$ cat src/rtl/csfla_pkg.sv
// Shared types, constants and the control program of the slot allocator.
// Depends on nothing; the other files but csfla_ram refer to it by scoped names.
package csfla_pkg;

  // Field widths and fixed codes
  localparam int SLOTS_DEF  = 1024;
  localparam int PTR_W      = 64;
  localparam int LINK_W     = 11;
  localparam int BYTES_W    = 32;
  localparam int OUT_SLOT_W = 10;
  localparam int MODE_W     = 2;
  localparam int STATUS_W   = 2;
  localparam logic [LINK_W-1:0] END_MARK = '1;

  localparam logic [MODE_W-1:0] MODE_ALLOC = 2'd0;
  localparam logic [MODE_W-1:0] MODE_READ  = 2'd1;
  localparam logic [MODE_W-1:0] MODE_FREE  = 2'd2;

  localparam logic [STATUS_W-1:0] ST_OK     = 2'd0;
  localparam logic [STATUS_W-1:0] ST_FULL   = 2'd1;
  localparam logic [STATUS_W-1:0] ST_RANGE  = 2'd2;
  localparam logic [STATUS_W-1:0] ST_REGION = 2'd3;

  // Datapath actions
  localparam int ACT_W = 3;
  localparam logic [ACT_W-1:0] ACT_NONE   = 3'd0;
  localparam logic [ACT_W-1:0] ACT_CLEAR  = 3'd1;
  localparam logic [ACT_W-1:0] ACT_RD_FH  = 3'd2;
  localparam logic [ACT_W-1:0] ACT_POP    = 3'd3;
  localparam logic [ACT_W-1:0] ACT_GROW   = 3'd4;
  localparam logic [ACT_W-1:0] ACT_RD_CUR = 3'd5;
  localparam logic [ACT_W-1:0] ACT_PUSH   = 3'd6;

  // Jump conditions
  localparam int COND_W = 4;
  localparam logic [COND_W-1:0] COND_NEVER    = 4'd0;
  localparam logic [COND_W-1:0] COND_ALWAYS   = 4'd1;
  localparam logic [COND_W-1:0] COND_DISPATCH = 4'd2;
  localparam logic [COND_W-1:0] COND_CLR_MORE = 4'd3;
  localparam logic [COND_W-1:0] COND_FH_EMPTY = 4'd4;
  localparam logic [COND_W-1:0] COND_HM_FULL  = 4'd5;
  localparam logic [COND_W-1:0] COND_CUR_BAD  = 4'd6;
  localparam logic [COND_W-1:0] COND_CUR_END  = 4'd7;
  localparam logic [COND_W-1:0] COND_WALK_BAD = 4'd8;
  localparam logic [COND_W-1:0] COND_OUTSIDE  = 4'd9;

  // Result slot source
  localparam int SSEL_W = 2;
  localparam logic [SSEL_W-1:0] SLOT_ZERO = 2'd0;
  localparam logic [SSEL_W-1:0] SLOT_FH   = 2'd1;
  localparam logic [SSEL_W-1:0] SLOT_HM   = 2'd2;

  // Program steps
  localparam int UPC_W = 4;
  localparam logic [UPC_W-1:0] STEP_CLR     = 4'd0;
  localparam logic [UPC_W-1:0] STEP_IDLE    = 4'd1;
  localparam logic [UPC_W-1:0] STEP_A_RDFH  = 4'd2;
  localparam logic [UPC_W-1:0] STEP_A_POP   = 4'd3;
  localparam logic [UPC_W-1:0] STEP_A_CHKHM = 4'd4;
  localparam logic [UPC_W-1:0] STEP_A_GROW  = 4'd5;
  localparam logic [UPC_W-1:0] STEP_A_FULL  = 4'd6;
  localparam logic [UPC_W-1:0] STEP_R_RD    = 4'd7;
  localparam logic [UPC_W-1:0] STEP_R_OUT   = 4'd8;
  localparam logic [UPC_W-1:0] STEP_E_RANGE = 4'd9;
  localparam logic [UPC_W-1:0] STEP_F_END   = 4'd10;
  localparam logic [UPC_W-1:0] STEP_F_RD    = 4'd11;
  localparam logic [UPC_W-1:0] STEP_F_CHK   = 4'd12;
  localparam logic [UPC_W-1:0] STEP_F_PUSH  = 4'd13;
  localparam logic [UPC_W-1:0] STEP_E_OK    = 4'd14;
  localparam logic [UPC_W-1:0] STEP_E_REG   = 4'd15;

  typedef struct packed {
    logic [MODE_W-1:0]  mode;
    logic [PTR_W-1:0]   code_pointer;
    logic [LINK_W-1:0]  link;
    logic [LINK_W-1:0]  index;
    logic [PTR_W-1:0]   region_base;
    logic [BYTES_W-1:0] region_bytes;
  } in_item_t;

  typedef struct packed {
    logic [OUT_SLOT_W-1:0] slot;
    logic [PTR_W-1:0]      pointer;
    logic [STATUS_W-1:0]   status;
  } out_item_t;

  // One control word per program step
  typedef struct packed {
    logic [ACT_W-1:0]    act;
    logic [COND_W-1:0]   cond;
    logic [UPC_W-1:0]    tgt;
    logic                emit;
    logic [STATUS_W-1:0] status;
    logic [SSEL_W-1:0]   slot_sel;
    logic                ptr_sel;
  } ctrl_t;

  // Datapath flags tested by the sequencer
  typedef struct packed {
    logic clr_more;
    logic fh_empty;
    logic hm_full;
    logic cur_bad;
    logic cur_end;
    logic walk_bad;
    logic outside;
  } flags_t;

  function automatic ctrl_t cw(input logic [ACT_W-1:0] act, input logic [COND_W-1:0] cond,
                               input logic [UPC_W-1:0] tgt, input logic emit,
                               input logic [STATUS_W-1:0] status,
                               input logic [SSEL_W-1:0] slot_sel, input logic ptr_sel);
    ctrl_t w;
    w.act      = act;
    w.cond     = cond;
    w.tgt      = tgt;
    w.emit     = emit;
    w.status   = status;
    w.slot_sel = slot_sel;
    w.ptr_sel  = ptr_sel;
    return w;
  endfunction

  // Control store
  function automatic ctrl_t ucode(input logic [UPC_W-1:0] step);
    ctrl_t w;
    case (step)
      STEP_CLR:     w = cw(ACT_CLEAR,  COND_CLR_MORE, STEP_CLR,     1'b0, ST_OK,     SLOT_ZERO, 1'b0);
      STEP_IDLE:    w = cw(ACT_NONE,   COND_DISPATCH, STEP_IDLE,    1'b0, ST_OK,     SLOT_ZERO, 1'b0);
      STEP_A_RDFH:  w = cw(ACT_RD_FH,  COND_FH_EMPTY, STEP_A_CHKHM, 1'b0, ST_OK,     SLOT_ZERO, 1'b0);
      STEP_A_POP:   w = cw(ACT_POP,    COND_ALWAYS,   STEP_IDLE,    1'b1, ST_OK,     SLOT_FH,   1'b0);
      STEP_A_CHKHM: w = cw(ACT_NONE,   COND_HM_FULL,  STEP_A_FULL,  1'b0, ST_OK,     SLOT_ZERO, 1'b0);
      STEP_A_GROW:  w = cw(ACT_GROW,   COND_ALWAYS,   STEP_IDLE,    1'b1, ST_OK,     SLOT_HM,   1'b0);
      STEP_A_FULL:  w = cw(ACT_NONE,   COND_ALWAYS,   STEP_IDLE,    1'b1, ST_FULL,   SLOT_ZERO, 1'b0);
      STEP_R_RD:    w = cw(ACT_RD_CUR, COND_CUR_BAD,  STEP_E_RANGE, 1'b0, ST_OK,     SLOT_ZERO, 1'b0);
      STEP_R_OUT:   w = cw(ACT_NONE,   COND_ALWAYS,   STEP_IDLE,    1'b1, ST_OK,     SLOT_ZERO, 1'b1);
      STEP_E_RANGE: w = cw(ACT_NONE,   COND_ALWAYS,   STEP_IDLE,    1'b1, ST_RANGE,  SLOT_ZERO, 1'b0);
      STEP_F_END:   w = cw(ACT_NONE,   COND_CUR_END,  STEP_E_OK,    1'b0, ST_OK,     SLOT_ZERO, 1'b0);
      STEP_F_RD:    w = cw(ACT_RD_CUR, COND_WALK_BAD, STEP_E_RANGE, 1'b0, ST_OK,     SLOT_ZERO, 1'b0);
      STEP_F_CHK:   w = cw(ACT_NONE,   COND_OUTSIDE,  STEP_E_REG,   1'b0, ST_OK,     SLOT_ZERO, 1'b0);
      STEP_F_PUSH:  w = cw(ACT_PUSH,   COND_ALWAYS,   STEP_F_END,   1'b0, ST_OK,     SLOT_ZERO, 1'b0);
      STEP_E_OK:    w = cw(ACT_NONE,   COND_ALWAYS,   STEP_IDLE,    1'b1, ST_OK,     SLOT_ZERO, 1'b0);
      STEP_E_REG:   w = cw(ACT_NONE,   COND_ALWAYS,   STEP_IDLE,    1'b1, ST_REGION, SLOT_ZERO, 1'b0);
      default:      w = cw(ACT_NONE,   COND_ALWAYS,   STEP_IDLE,    1'b0, ST_OK,     SLOT_ZERO, 1'b0);
    endcase
    return w;
  endfunction

  // Entry step for each mode; the unused mode answers all zero
  function automatic logic [UPC_W-1:0] entry(input logic [MODE_W-1:0] mode);
    logic [UPC_W-1:0] s;
    case (mode)
      MODE_ALLOC: s = STEP_A_RDFH;
      MODE_READ:  s = STEP_R_RD;
      MODE_FREE:  s = STEP_F_END;
      default:    s = STEP_E_OK;
    endcase
    return s;
  endfunction

endpackage

$ cat src/rtl/csfla_seq.sv
// Microcode sequencer: step counter, control store lookup and jump logic.
// Depends on csfla_pkg for the program, codes and control types.
module csfla_seq (
  input  logic                          clk,
  input  logic                          rst_n,
  input  logic                          start,
  input  logic [csfla_pkg::MODE_W-1:0]  mode,
  input  csfla_pkg::flags_t             flags,
  output csfla_pkg::ctrl_t              ctrl,
  output logic                          busy
);

  logic [csfla_pkg::UPC_W-1:0] upc_r;
  logic [csfla_pkg::UPC_W-1:0] upc_nxt;
  logic                        taken;

  assign ctrl = csfla_pkg::ucode(upc_r);
  assign busy = (upc_r != csfla_pkg::STEP_IDLE);

  // Evaluate the jump condition of the current word
  always_comb begin
    case (ctrl.cond)
      csfla_pkg::COND_NEVER:    taken = 1'b0;
      csfla_pkg::COND_ALWAYS:   taken = 1'b1;
      csfla_pkg::COND_DISPATCH: taken = 1'b0;
      csfla_pkg::COND_CLR_MORE: taken = flags.clr_more;
      csfla_pkg::COND_FH_EMPTY: taken = flags.fh_empty;
      csfla_pkg::COND_HM_FULL:  taken = flags.hm_full;
      csfla_pkg::COND_CUR_BAD:  taken = flags.cur_bad;
      csfla_pkg::COND_CUR_END:  taken = flags.cur_end;
      csfla_pkg::COND_WALK_BAD: taken = flags.walk_bad;
      csfla_pkg::COND_OUTSIDE:  taken = flags.outside;
      default:                  taken = 1'b0;
    endcase
  end

  // Pick the next step: dispatch on a start, jump, or advance
  always_comb begin
    if (ctrl.cond == csfla_pkg::COND_DISPATCH) begin
      upc_nxt = start ? csfla_pkg::entry(mode) : upc_r;
    end else if (taken) begin
      upc_nxt = ctrl.tgt;
    end else begin
      upc_nxt = upc_r + csfla_pkg::UPC_W'(1);
    end
  end

  always_ff @(posedge clk) begin
    if (!rst_n) begin
      upc_r <= csfla_pkg::STEP_CLR;
    end else begin
      upc_r <= upc_nxt;
    end
  end

  // A result step always returns to idle
  a_emit_then_idle: assert property (@(posedge clk) disable iff (!rst_n)
    ctrl.emit |=> upc_r == csfla_pkg::STEP_IDLE)
    else $error("sequencer did not return to idle after a result");

  // A transfer in starts work at once
  a_start_busy: assert property (@(posedge clk) disable iff (!rst_n)
    start && !busy |=> busy)
    else $error("accepted item did not make the block busy");

endmodule

$ cat config.mk
export PLATFORM = sky130hd
export DESIGN_NAME = csfla_seq
export DESIGN_NICKNAME = d
export VERILOG_FILES = /design/src/rtl/csfla_pkg.sv /design/src/rtl/csfla_seq.sv
export SDC_FILE = /design/constraint.sdc
export NUM_CORES = 1
export LEC_CHECK = 0
export BUFFER_PORTS_ARGS = -buffer_cell sky130_fd_sc_hd__buf_2
export CORE_MARGIN = 10
export CORE_UTILIZATION = 25
export CTS_BUF_LIST = sky130_fd_sc_hd__clkbuf_8
export CTS_CLUSTER_SIZE = 14
export DETAILED_ROUTE_END_ITERATION = 8
export GPL_TIMING_DRIVEN = 0
export PLACE_DENSITY_LB_ADDON = 0.05
export SYNTH_ARGS = -nofsm -noshare
export SYNTH_HDL_FRONTEND = slang
export SYNTH_SLANG_ARGS = --single-unit
$ cat constraint.sdc
create_clock -name clk -period 3.1 [get_ports clk]
set_clock_uncertainty 0.1 [all_clocks]
set_input_delay 0.62 -clock clk [delete_from_list [all_inputs] [get_ports clk]]
set_output_delay 0.62 -clock clk [all_outputs]
set_load 0.01 [all_outputs]
* After elaboration in Yosys (flattened, before gate mapping) *
Memories as Yosys holds them, arrays and structs flattened. A register that Yosys moved wholly into a read port is not among the register bits.
Cells that the tools add are included.
Widths: inputs -> output; s select.

cells by class
  add/subtract/negate cells = 1
  multipliers = 0
  divide/modulo/power cells = 0
  order comparisons = 0
  equality and inequality tests = 13
  shift-type cells = 0
  muxes and demuxes = 7
  bitwise logic cells = 0
  reductions and logical operators = 1

operator list
  operator             number
  $mux 4               5
  $eq 4x3->1 const B   4
  $pmux 4 s3           1
  $eq 4x2->1 const B   2
  $eq 4x4->1 const B   2
  $pmux 1 s8           1
  $add 4x1->4 const B  1
  $eq 4x1->1 const B   1
  $ne 4x1->1 const B   1
  $eq 2x1->1 const B   1
  $eq 2x2->1 const B   1
  $logic_not 2->1      1
  $ne 2x2->1 const B   1

storage, ports and cells
  register bits after elaboration = 4
  latch bits = 0
  RAM bits = 0
  ROM bits = 272
  input bits = 12
  output and inout bits = 18
  word-level logic and storage cells = 24
  memories = 1

memories
  name              depth  width  rd ports  clocked after memory_dff  write ports  RTL line          RTL
  (name not given)  16     17     1         1                         0            csfla_pkg.sv:127  case (step)

* Longest topological paths before layout *
Gate-level depths: netlist (run 1).

  depth after elaboration = 6
  gate-level depth with buffers = 11
  depth with buffers taken out = 9

* Worst setup path before layout (run 1) *
Ideal clock, no wire load.

  path type = input-to-reg
  start = input port flags[0] (netlist bit)
  end = register, netlist name ctrl[5]
  library setup time = 0.122 ns
  arrival = 2.817 ns
  data required time = 2.878 ns
  slack = 0.062 ns
  stages on the path = 11
  path buffers = 2
  path through = and3b_1 > or4_4 > buf_6 > a31o_2 > a31o_2 > buf_2 > nand2_1 > inv_1 > ha_1 > and3_1 > a221o_1

on the way
  cells in the longest elaborated chain, start to end = 5

RTL lines
  item                                  RTL line         RTL
  start, declared                       csfla_seq.sv:8   input csfla_pkg::flags_t flags,
  $pmux 1 s8                            csfla_seq.sv:22  case (ctrl.cond)
  $mux 4                                csfla_seq.sv:41  end else if (taken) begin
  $mux 4                                csfla_seq.sv:39  if (ctrl.cond == csfla_pkg::COND_DISPATCH) begin
  $mux 4 (no source line) (2 in a row)  -

No other way between the ends.
A chain may end at the register's enable or synchronous reset.

* Final worst setup path (run 1) *
  start = input port flags[0] (netlist bit)
  end = register, netlist name ctrl[5]

on the way
  cells in the longest elaborated chain, start to end = 5

RTL lines
  item                                  RTL line
  $pmux 1 s8                            csfla_seq.sv:22
  $mux 4                                csfla_seq.sv:41
  $mux 4                                csfla_seq.sv:39
  $mux 4 (no source line) (2 in a row)  -

No other way between the ends.

==> results.txt, run 1 <==
The critical path endpoint category is a register. In the synthesized netlist the async set-or-reset flop fraction comes to 0%. The synthesis-to-layout area growth is 23.3%. The critical path is of the in -> reg type. After synthesis, the largest family of logic cells by area is simple AND/OR/NAND/NOR gates.

The most used flip-flop cell after synthesis is sky130_fd_sc_hd__dfxtp_1. The first detailed-routing pass took 4 iterations. The mean routed wirelength per cell came out at 14.9 um. The post-layout utilization of the core is 32.2%.

In this run the worst hold path is classified as reg -> reg. CTS built an H-tree with a depth of 1. The placed wire-length estimate after detailed placement came out at 2.67 mm. Summed over all layers, the routed wires come to between 3 and 4 mm. The number of primary I/O pins is 30. The total of endpoints with negative setup slack in the final report is 0.

The post-synthesis mux area share came out at a little under 9%. The cell count after synthesis is between 100 and 150. The ratio of total power to cell area came out at roughly 1200 nW/um2.

The routability congestion estimate from global placement is between 0.7 and 0.8. TritonCTS built the clock tree. The total placed instance area is 1480 um2. Hold timing on the final database bottoms out at a slack of 0.684 ns.

The initial antenna violation count came out at 0. In the layout the commonest cells are sky130_fd_sc_hd__buf_2 (29), sky130_fd_sc_hd__dfxtp_1 (19), sky130_fd_sc_hd__inv_1 (15), sky130_fd_sc_hd__nor2_1 (10), sky130_fd_sc_hd__ha_1 (8). The tree is rooted in a sky130_fd_sc_hd__clkbuf_8. The post-route minimum period came out at between 2 and 3 ns. The pin count of the biggest net entering global routing is 12.

The number of enable-type register cells in the synthesized netlist came out at 0. Once layout is done, the placed cells without fillers occupy between 1500 and 2000 um2. The hold path depth is 4.

The number of clock buffers added by TritonCTS is 3. The mean instance size in the synthesized netlist came out at between 9 and 10 um2. The final count of hold timing violations is 0. The kind of launch point of the worst setup path is a primary input.

The aggregate global-route resource usage came out at ~8.7%. The count of input and output buffers is 29. The critical path required time is between 3 and 4 ns. The flow ran to the end, and the final reports show no timing, DRC or antenna violations. The die extent in y came out at between 90 and 100 um.

The area share of fa/ha/maj cells after synthesis is 9.01%. After detailed routing, the number of remaining DRC violations is 0. The number of nets produced by synthesis came out at 152.

The clock passes through at most 2 buffers. The area of the mapped netlist is approximately 1200 um2. The max-slew violation count came out at 0. The part of the cycle the worst path needs is between 90 and 100%.

Of the cells placed in the final design, the portion with a size suffix greater than 1 is approximately a third. The count of unique library cells instantiated by Yosys came out at 49. The horizontal die dimension came out at a little over 90 um.

At the end of the flow, the number of nets in the layout was approximately 180. The arrival time of the worst setup path is 2.94 ns. The via count of the first global-routing pass is about 1100.

During synthesis, Yosys emitted a total of 0 warnings. The final antenna diode count came out at 0. The insertion delay to the later sink of the worst-skew pair came out at between 0.2 and 0.3 ns. The XOR/XNOR share of the synthesized area came out at around 2.1%. The compound-gate portion of the synthesized area is a little under a fifth.

Setup repair after global routing left no endpoint under its margin. The count of nets left with antenna violations after detail routing is 0. The transition time at the pin with the least slew margin is roughly 0.6 ns.

The first-pass GRT wire length came out at around 5.9 mm. The floorplan has 25 rows. In this run, synthesis produced a sequential element count of 21. The fraction of the mapped netlist area in simple logic gates is between 20% and 30%. The most common cell after layout, fill and taps aside is sky130_fd_sc_hd__buf_2. The number of cells on the worst reg-to-reg path came out at 10. The final total negative setup slack is 0 ns. The starting DRC count in detailed routing is 48.

In this run the tightest slew margin relative to its limit is around 60%. The core region area came out at between 4000 and 5000 um2. The worst-case vdd ir drop came out at 0.337 mV. Dividing the detail-routed via count by the number of cells gives ~4.6. The top achievable clock speed is approximately 0.34 GHz. The proportion of synthesized chip area in sequential cells came out at about a third.

The routed via count came out at 1063. The maximum fanout count along the critical path came out at 16. The effective utilization at floorplan is roughly a quarter. The static leakage came out at ~0.71 nW.

The die covers between 8000 and 9000 um2. The max-capacitance violation count is 0. The TritonCTS sink count is 21. The clock-pin slew of the registers on the worst-case setup and hold paths is ~0.07 ns. The leftover overflow at the end of global routing came out at 0.
sequential cells by signal, indices dropped and copies added (netlist names):
| register | count |
|---|---|
| upc_r | 4 |
| ctrl | 17 |
critical path, stage by stage:
cell and delay (ns):
sky130_fd_sc_hd__buf_2 0.07, sky130_fd_sc_hd__and3b_1 0.15, sky130_fd_sc_hd__or4_4 0.41, sky130_fd_sc_hd__buf_6 0.15
sky130_fd_sc_hd__a31o_2 0.20, sky130_fd_sc_hd__a31o_2 0.37, sky130_fd_sc_hd__nand2_2 0.16, sky130_fd_sc_hd__inv_1 0.07
sky130_fd_sc_hd__ha_1 0.29, sky130_fd_sc_hd__and3_1 0.19, sky130_fd_sc_hd__a221o_1 0.26
Yosys cell counts (all sizes together) (3+ instances only):
cell type	number	share of area, %
mux2i	6	4.8
nor2b	3	1.5
ha	9	9.0
inv	14	4.2
and3	3	1.9
nor3b	3	1.8
buf	3	1.9
o21ai	5	2.0
mux2	4	3.9
dfxtp	21	34
a31oi	3	1.5
nand3	3	1.2
nor2	10	3.0
nand2	5	1.5
a21oi	4	1.6
final cells by class:
| class | instances | area (um2) |
|---|---|---|
| fillers | 518 | 3240 |
| multi-input cells | 91 | 769 |
| clock buffers | 3 | 41.3 |
| well taps | 67 | 83.8 |
| plain buffers | 3 | 22.5 |
| inverters | 14 | 52.6 |
| clock inverters | 1 | 3.75 |
| repair buffers | 29 | 145 |
| flip-flops and latches | 21 | 423 |
stage by stage:
stage,total power [mW],worst slack [ns],cells
after floorplan,1.35,0.0617,131
after detailed placement,1.67,-0.451,227
final,1.84,0.199,229
after CTS,1.88,0.0287,231
after global placement,1.68,-0.471,227
after global routing,2.04,0.0951,229
cell families (layout without fill, tap and decap cells):
family | Yosys count | in the layout
xor gates and xnor gates | 3 | 3
AOI/OAI and AO/OA | 28 | 28
buffers and inverters | 19 | 50
and+or+nand+nor | 41 | 41
adders and majority gates | 9 | 9
muxes | 10 | 10
DFF | 21 | 21
routing by layer:
layer / vias to the layer above / wire (um) / track usage (%)
met5: - / 0 / 0
met4: 0 / 46 / 3.45
met3: 5 / 127 / 1.91
met2: 25 / 1670 / 14.6
met1: 493 / 1560 / 10.4
li1: 540 / - / -
where the power goes:
group          switching [mW]  leakage [nW]  internal [mW]
clock network          0.0819        0.0269         0.0880
logic                   0.683         0.511          0.536
registers              0.0765         0.173          0.375
final timing paths:
check | start | endpoint | slack (ns)
max | flags[0] | ctrl[5] | 0.20
min | ctrl[8] | ctrl[0] | 0.68
max reg2reg | ctrl[13] | ctrl[5] | 0.25
min reg2reg | ctrl[8] | ctrl[0] | 0.68
timing repair:
| item | CTS | global route |
|---|---|---|
| gates resized for setup | 5 | 2 |
| cloned | 0 | 0 |
| setup buffers | 0 | 0 |
| hold buffers | 0 | 0 |
| setup endpoints to repair | 10 | 4 |
| pin swaps | 0 | 0 |
Power figures use the tool's default switching activity.
==> run 2: changes to the inputs <==
Clock period 3.1 ns to 2.4 ns, I/O delays scaled along.
==> results.txt, run 2 (same netlist as run 1, synthesis figures left out) <==
The flow ran to the end, but the final reports show violations. The final reports fail on setup timing. After filler insertion, the fill cell instance count of the layout stands at 478. Summed over all nets, the half-perimeter wirelength after detailed placement is about 2.8 mm. The starting DRC count in detailed routing is 37. The first global-routing pass estimated about 6.6 mm of wire. The die extent in y came out at 90.7 um.

Based on the critical path, the design can be clocked at up to just under 0.4 GHz. The post-detailed-route DRC marker count is 0. The floorplan step defined a die boundary enclosing 8230 um2.

STA classifies the critical path startpoint as a register. In this run the worst hold path is classified as in -> reg. Leaving out fill and tap cells, the most frequent cell in the layout is sky130_fd_sc_hd__buf_2. The routed via count came out at 1181. Row generation in the floorplan step produced 25 rows. The total wire length after detailed routing came out at around 4 mm.

Summing all non-filler instances in the final layout gives an area of between 1500 and 2000 um2. The count of buffers added on input and output ports is 29. The top cell types in the final layout, fill and taps aside, are sky130_fd_sc_hd__buf_2 (29), sky130_fd_sc_hd__dfxtp_1 (18), sky130_fd_sc_hd__buf_4 (17), sky130_fd_sc_hd__inv_1 (9), sky130_fd_sc_hd__nor2_1 (9). The number of nets in the final layout is about 210. Entering global routing, the biggest net connects 12 pins. At the worst endpoint, the required time is roughly 2.5 ns. The leftover overflow at the end of global routing came out at 0. The final total negative setup slack came out at -0.552 ns.

The sequential cell area is between 400 and 500 um2. The setup slack of the critical path after layout is -0.201 ns. The insertion delay to the later sink of the worst-skew pair is approximately 0.26 ns. The number of buffers on the longest clock path is 2. The effective utilization at floorplan is between 20% and 30%. The initial antenna violation count came out at 0. The max-capacitance violation count is 0. The post-route minimum period is 2.60 ns. VDD sags by at most 0.673 mV.

The first detailed-routing pass ran for 4 iterations. The via count of the first global-routing pass is between 1000 and 1500. The clock tree from TritonCTS is done. The max-slew violation count is 0. The critical path is of the reg -> reg type.

The internal power of the cells totals ~2.0 mW. The worst setup slack after placement came out at -0.614 ns. The final count of hold timing violations is 0.

Setup repair after global routing could not meet its margin everywhere. The total placed instance area came out at ~1600 um2. In this run the worst path has a maximum fanout of 7.

The ratio of total power to cell area is 1710 nW/um2. In the final layout, the share of cells above drive strength 1 is a little over half. The synthesis-to-layout area growth is 59.8%. Of the total power, combinational logic draws 76.0%. The critical path endpoint category is a register. In this run, post-CTS hold repair placed 0 buffers. In this run the tightest slew margin relative to its limit is about half. The routability congestion estimate from global placement came out at 0.794.

The TritonCTS sink count came out at 21. The clock-pin slew of the registers on the worst-case setup and hold paths is about 0.07 ns. The switching component of the power is 1.47 mW. The core region area is around 4800 um2.

The number of clock buffers added by TritonCTS is 3. Of the total power, the clock network draws 6.6%. The arrival time of the worst setup path came out at around 2.7 ns. The mean routed wirelength per cell came out at ~16 um. The total power is 3.42 mW. The flip-flop count of the largest register, all copies and words added is 17. The detail route stage leaves a number of antenna-violating nets equal to 0. Of the total power, the share spent switching nets is between 40% and 50%. Summed over all cells, the static leakage comes to just under 0.9 nW. In this run the count of I/O pins placed on the die edge is 30. Sequential cells account for ~17% of the total power. For this run, the total global-route usage over all layers was measured as under 10%. The transition time at the pin with the least slew margin is 0.777 ns. The deepest level of the CTS H-tree is 1. Setup violations remaining at the end of the flow were counted as 8.

The number of antenna diodes in the final layout is 0. The root buffer selected by CTS is sky130_fd_sc_hd__clkbuf_8. Dividing the detail-routed via count by the number of cells gives around 4.6. The area of the multi-input gates is 970 um2.

The part of the cycle the worst path needs is 108%. The floorplan step set the die width to 90.7 um.
-- run 2: cell count changes in the layout (fill, tap and decap cells not counted), moves of 4 or more --
cell	before	now
sky130_fd_sc_hd__inv_1	15	9
sky130_fd_sc_hd__inv_2	0	4
sky130_fd_sc_hd__ha_1	8	3
sky130_fd_sc_hd__buf_6	1	8
sky130_fd_sc_hd__buf_4	1	17
sky130_fd_sc_hd__ha_4	0	6
-- run 2: cell type report --
class / instances / share of cell area [%]
repair buffers: 54 / 18.6
clock buffers: 3 / 2.07
clock inverters: 1 / 0.188
inverters: 14 / 3.13
multi-input cells: 91 / 48.6
plain buffers: 3 / 1.75
flip-flops and latches: 21 / 21.5
well taps: 67 / 4.20
-- run 2: repair_timing --
| action | CTS | global route |
|---|---|---|
| cloned | 0 | 0 |
| resized for setup | 36 | 11 |
| pin swaps | 12 | 4 |
| setup buffers | 22 | 3 |
| endpoints found under the setup margin | 17 | 16 |
-- run 2: per-layer routing --
layer  vias up  share of wire [%]  GRT usage, %
li1        589                  -             -
met1       567                 46          12.2
met2        17                 49          16.3
met3         8                2.0          1.83
met4         0                2.6          4.51
met5         -                  0             0
-- run 2: power groups by stage --
stage | Clock, mW | Combinational (mW) | Sequential (mW)
6_report | 0.227 | 2.60 | 0.595
5_1_grt | 0.258 | 2.79 | 0.616
4_1_cts | 0.240 | 2.42 | 0.598
3_5_place_dp | 0 | 1.80 | 0.592
3_3_place_gp | 0 | 1.81 | 0.590
2_1_floorplan | 0 | 1.33 | 0.615
-- run 2: worst paths after layout --
| path | start | to | slack, ns | cells past startpoint |
|---|---|---|---|---|
| worst max-delay path | ctrl[10] | ctrl[5] | -0.20 | 10 |
| worst min-delay path | rst_n | ctrl[5] | 0.63 | 4 |
| worst max register to register | ctrl[10] | ctrl[5] | -0.20 | 10 |
| worst min register to register | ctrl[8] | ctrl[0] | 0.72 | 4 |
-- run 2: worst max-delay path, stage by stage, from the launching register on --
cell and delay, ns:
sky130_fd_sc_hd__dfxtp_4 0.38, sky130_fd_sc_hd__and3b_1 0.16, sky130_fd_sc_hd__or4_4 0.45, sky130_fd_sc_hd__a31o_4 0.24, sky130_fd_sc_hd__a31o_4 0.26, sky130_fd_sc_hd__buf_12 0.13, sky130_fd_sc_hd__nand2_8 0.07, sky130_fd_sc_hd__inv_6 0.04
sky130_fd_sc_hd__ha_4 0.23, sky130_fd_sc_hd__and3_4 0.16, sky130_fd_sc_hd__a221o_1 0.26
-- run 2: through the flow --
stage	util, %	hold WS [ns]	instances
2_1_floorplan	-	0.661	131
3_3_place_gp	33.1	0.702	227
4_1_cts	40.4	0.624	251
3_5_place_dp	33.1	0.709	227
6_report	41.7	0.630	254
5_1_grt	41.7	0.655	254
==> run 3: changes to the inputs <==
Clock period 2.4 ns to 2.85 ns, I/O delays scaled along.
==> results.txt, run 3 (same netlist as run 1, synthesis figures left out) <==
The run finished with clean final reports. Among the stages of the critical path, the cell type that occurs most often is sky130_fd_sc_hd__buf_6. The leftover overflow at the end of global routing came out at 0. The aggregate global-route resource usage is about 8.6%. The synthesis-to-layout area growth came out at 32.0%. In this run the clock root is driven by a sky130_fd_sc_hd__clkbuf_8.

The starting DRC count in detailed routing came out at 30. STA classifies the critical path endpoint as a register. The static leakage came out at roughly 0.77 nW.

The clock-pin slew of the registers on the worst-case setup and hold paths came out at around 0.07 ns. On the final layout, the worst hold slack is between 0.7 and 0.8 ns. In the final design database the tool counted approximately 190 nets.

The ratio of total power to cell area came out at roughly 1300 nW/um2. The die extent in y is 90.7 um. The clock tree from TritonCTS is done. The max-slew violation count came out at 0. Entering global routing, the biggest net connects 12 pins. The initial antenna violation count came to 0.

For the worst setup path, the data required time is slightly below 3 ns. In the layout the commonest cells are sky130_fd_sc_hd__buf_2 (29), sky130_fd_sc_hd__dfxtp_1 (19), sky130_fd_sc_hd__inv_1 (14), sky130_fd_sc_hd__nor2_1 (10), sky130_fd_sc_hd__ha_1 (8). After floorplanning, the core was sized to cover around 4800 um2.

The path class of the tightest hold or removal check is in -> reg. The met1 wire length came out at 1.67 mm. The final non-filler cell area is approximately 1700 um2. The placed wire-length estimate after detailed placement is 2.77 mm. The total clock buffers created by CTS came out at 3.

The signal on the critical path passes through buf_2 -> and3b_1 -> or4_4 -> buf_6 -> a31o_2 -> a31o_4 -> buf_6 -> nand2_4 -> inv_1 -> ha_4 -> and3_1 -> a221o_1. Routability-driven placement finished with a final weighted congestion of 0.821. The post-route minimum period is 2.73 ns.

The final total negative setup slack came out at 0 ns. Headroom to the max-slew limit came out at ~66%. The maximum fanout count along the critical path came out at 10.

The count of cells in the finished layout, fillers not included, comes to 237. For the pin with the worst max-slew slack, the measured transition is 0.505 ns. The count of TritonRoute iterations in the first routing pass is 4. The number of buffers on the longest clock path is 2. The slowest stage of the critical path is the sky130_fd_sc_hd__or4_4 cell.

The max-capacitance violation count is 0. The library cell used most frequently in the layout, excluding fill and tap cells, is sky130_fd_sc_hd__buf_2. The worst setup path is of the in -> reg kind. In the detailed route, the total length drawn on met2 is between 1.5 and 2 mm. Grouping stages by cell kind, the critical path spends the most delay in simple AND/OR/NAND/NOR gates. The longest individual stage delay on the worst path came out at around 0.42 ns. The post-detailed-route DRC marker count came out at 0. The first global-routing pass estimated 5.87 mm of wire. The die area is 8230 um2. Setup violations remaining at the end of the flow were counted as 0.

The worst-case vdd ir drop came out at 0.336 mV. The number of rows in the core area is 25. The horizontal die dimension came out at about 90 um. The effective utilization at floorplan is a little over a quarter. The insertion delay to the later sink of the worst-skew pair is between 0.2 and 0.3 ns. The final count of hold timing violations came to 0. In the final routed layout, each cell accounts on average for between 15 and 20 um. The count of nets left with antenna violations after detail routing came out at 0. The number of placed instances, taps included, is about 230. The placed instances occupy a cell area of 1500 um2. The flip-flop count of the largest register, all copies and words added is 17. Setup repair after global routing left no endpoint under its margin. In the detailed route, the total length drawn on met3 is ~240 um. The routed via count came out at about 1100. The number of primary I/O pins came out at 30. STA classifies the critical path startpoint as a primary input. Of the available clock period, the critical path in the final layout requires between 90% and 100%. The deepest level of the CTS H-tree came out at 1. Based on the critical path, the design can be clocked at up to between 0.3 and 0.4 GHz. The final antenna diode count is 0. The total wire length after detailed routing came out at ~3.6 mm. The combined buffer and inverter count along the critical path came out at 4. The top metal layer carrying routed signals is met4. The via count of the first global-routing pass is 1130. The arrival time of the worst setup path came out at ~2.8 ns. The count of input and output buffers is 29. Counting every sink on the clock net gives 21. In the routed layout, each cell is associated on average with a via count of 4.84. The ratio of cells with drive above 1 in the final layout is about 36%.
run 3: changes by cell type in the layout (fill, tap and decap cells not counted), sizes merged:
cell,delta
buf,-18
clkbuf,+1
run 3: path summary, 6_finish.rpt:
kind,to,depth (start not counted),slack [ns],startpoint
min reg2reg,ctrl[0],5,0.74,ctrl[6]
max reg2reg,ctrl[5],11,0.12,ctrl[13]
max,ctrl[5],12,0.12,flags[0]
min,ctrl[5],4,0.71,rst_n
run 3: routing by layer:
layer	track usage, %	up-vias
li1	-	555
met4	3.71	0
met5	0	-
met3	2.08	6
met2	13.2	50
met1	11.1	535
run 3: worst min-delay path, cell delays in order:
cell and delay (ns):
sky130_fd_sc_hd__buf_2 0.11, sky130_fd_sc_hd__inv_1 0.10, sky130_fd_sc_hd__nor2_1 0.12, sky130_fd_sc_hd__a221o_1 0.14
run 3: power by group:
group / total, mW / internal, mW / switching (mW) / leakage [nW]
registers: 0.498 / 0.412 / 0.0856 / 0.174
clock network: 0.188 / 0.0959 / 0.0919 / 0.0269
logic: 1.52 / 0.708 / 0.815 / 0.568
total: 2.21 / 1.22 / 0.993 / 0.769
run 3: final cells by class:
cell class / instances / area (um2)
well taps: 67 / 83.8
clock buffers: 3 / 41.3
fillers: 499 / 3140
flip-flops and latches: 21 / 428
plain buffers: 5 / 41.3
clock inverters: 1 / 3.75
inverters: 14 / 55.1
multi-input cells: 91 / 807
repair buffers: 35 / 190
run 3: what timing repair did:
item | in CTS | in global routing
hold buffers | 0 | 0
endpoints found under the setup margin | 12 | 9
pin swaps | 1 | 3
resized for setup | 6 | 8
setup buffers | 0 | 6
run 3: through the flow:
stage | total power [mW] | utilization, % | setup slack (ns)
floorplan | 1.52 | - | -0.00716
global placement | 1.88 | 31.4 | -0.449
detailed placement | 1.87 | 31.4 | -0.458
CTS | 2.10 | 32.8 | 0.00347
global route | 2.39 | 34.5 | 0.00280
finish | 2.21 | 34.5 | 0.118
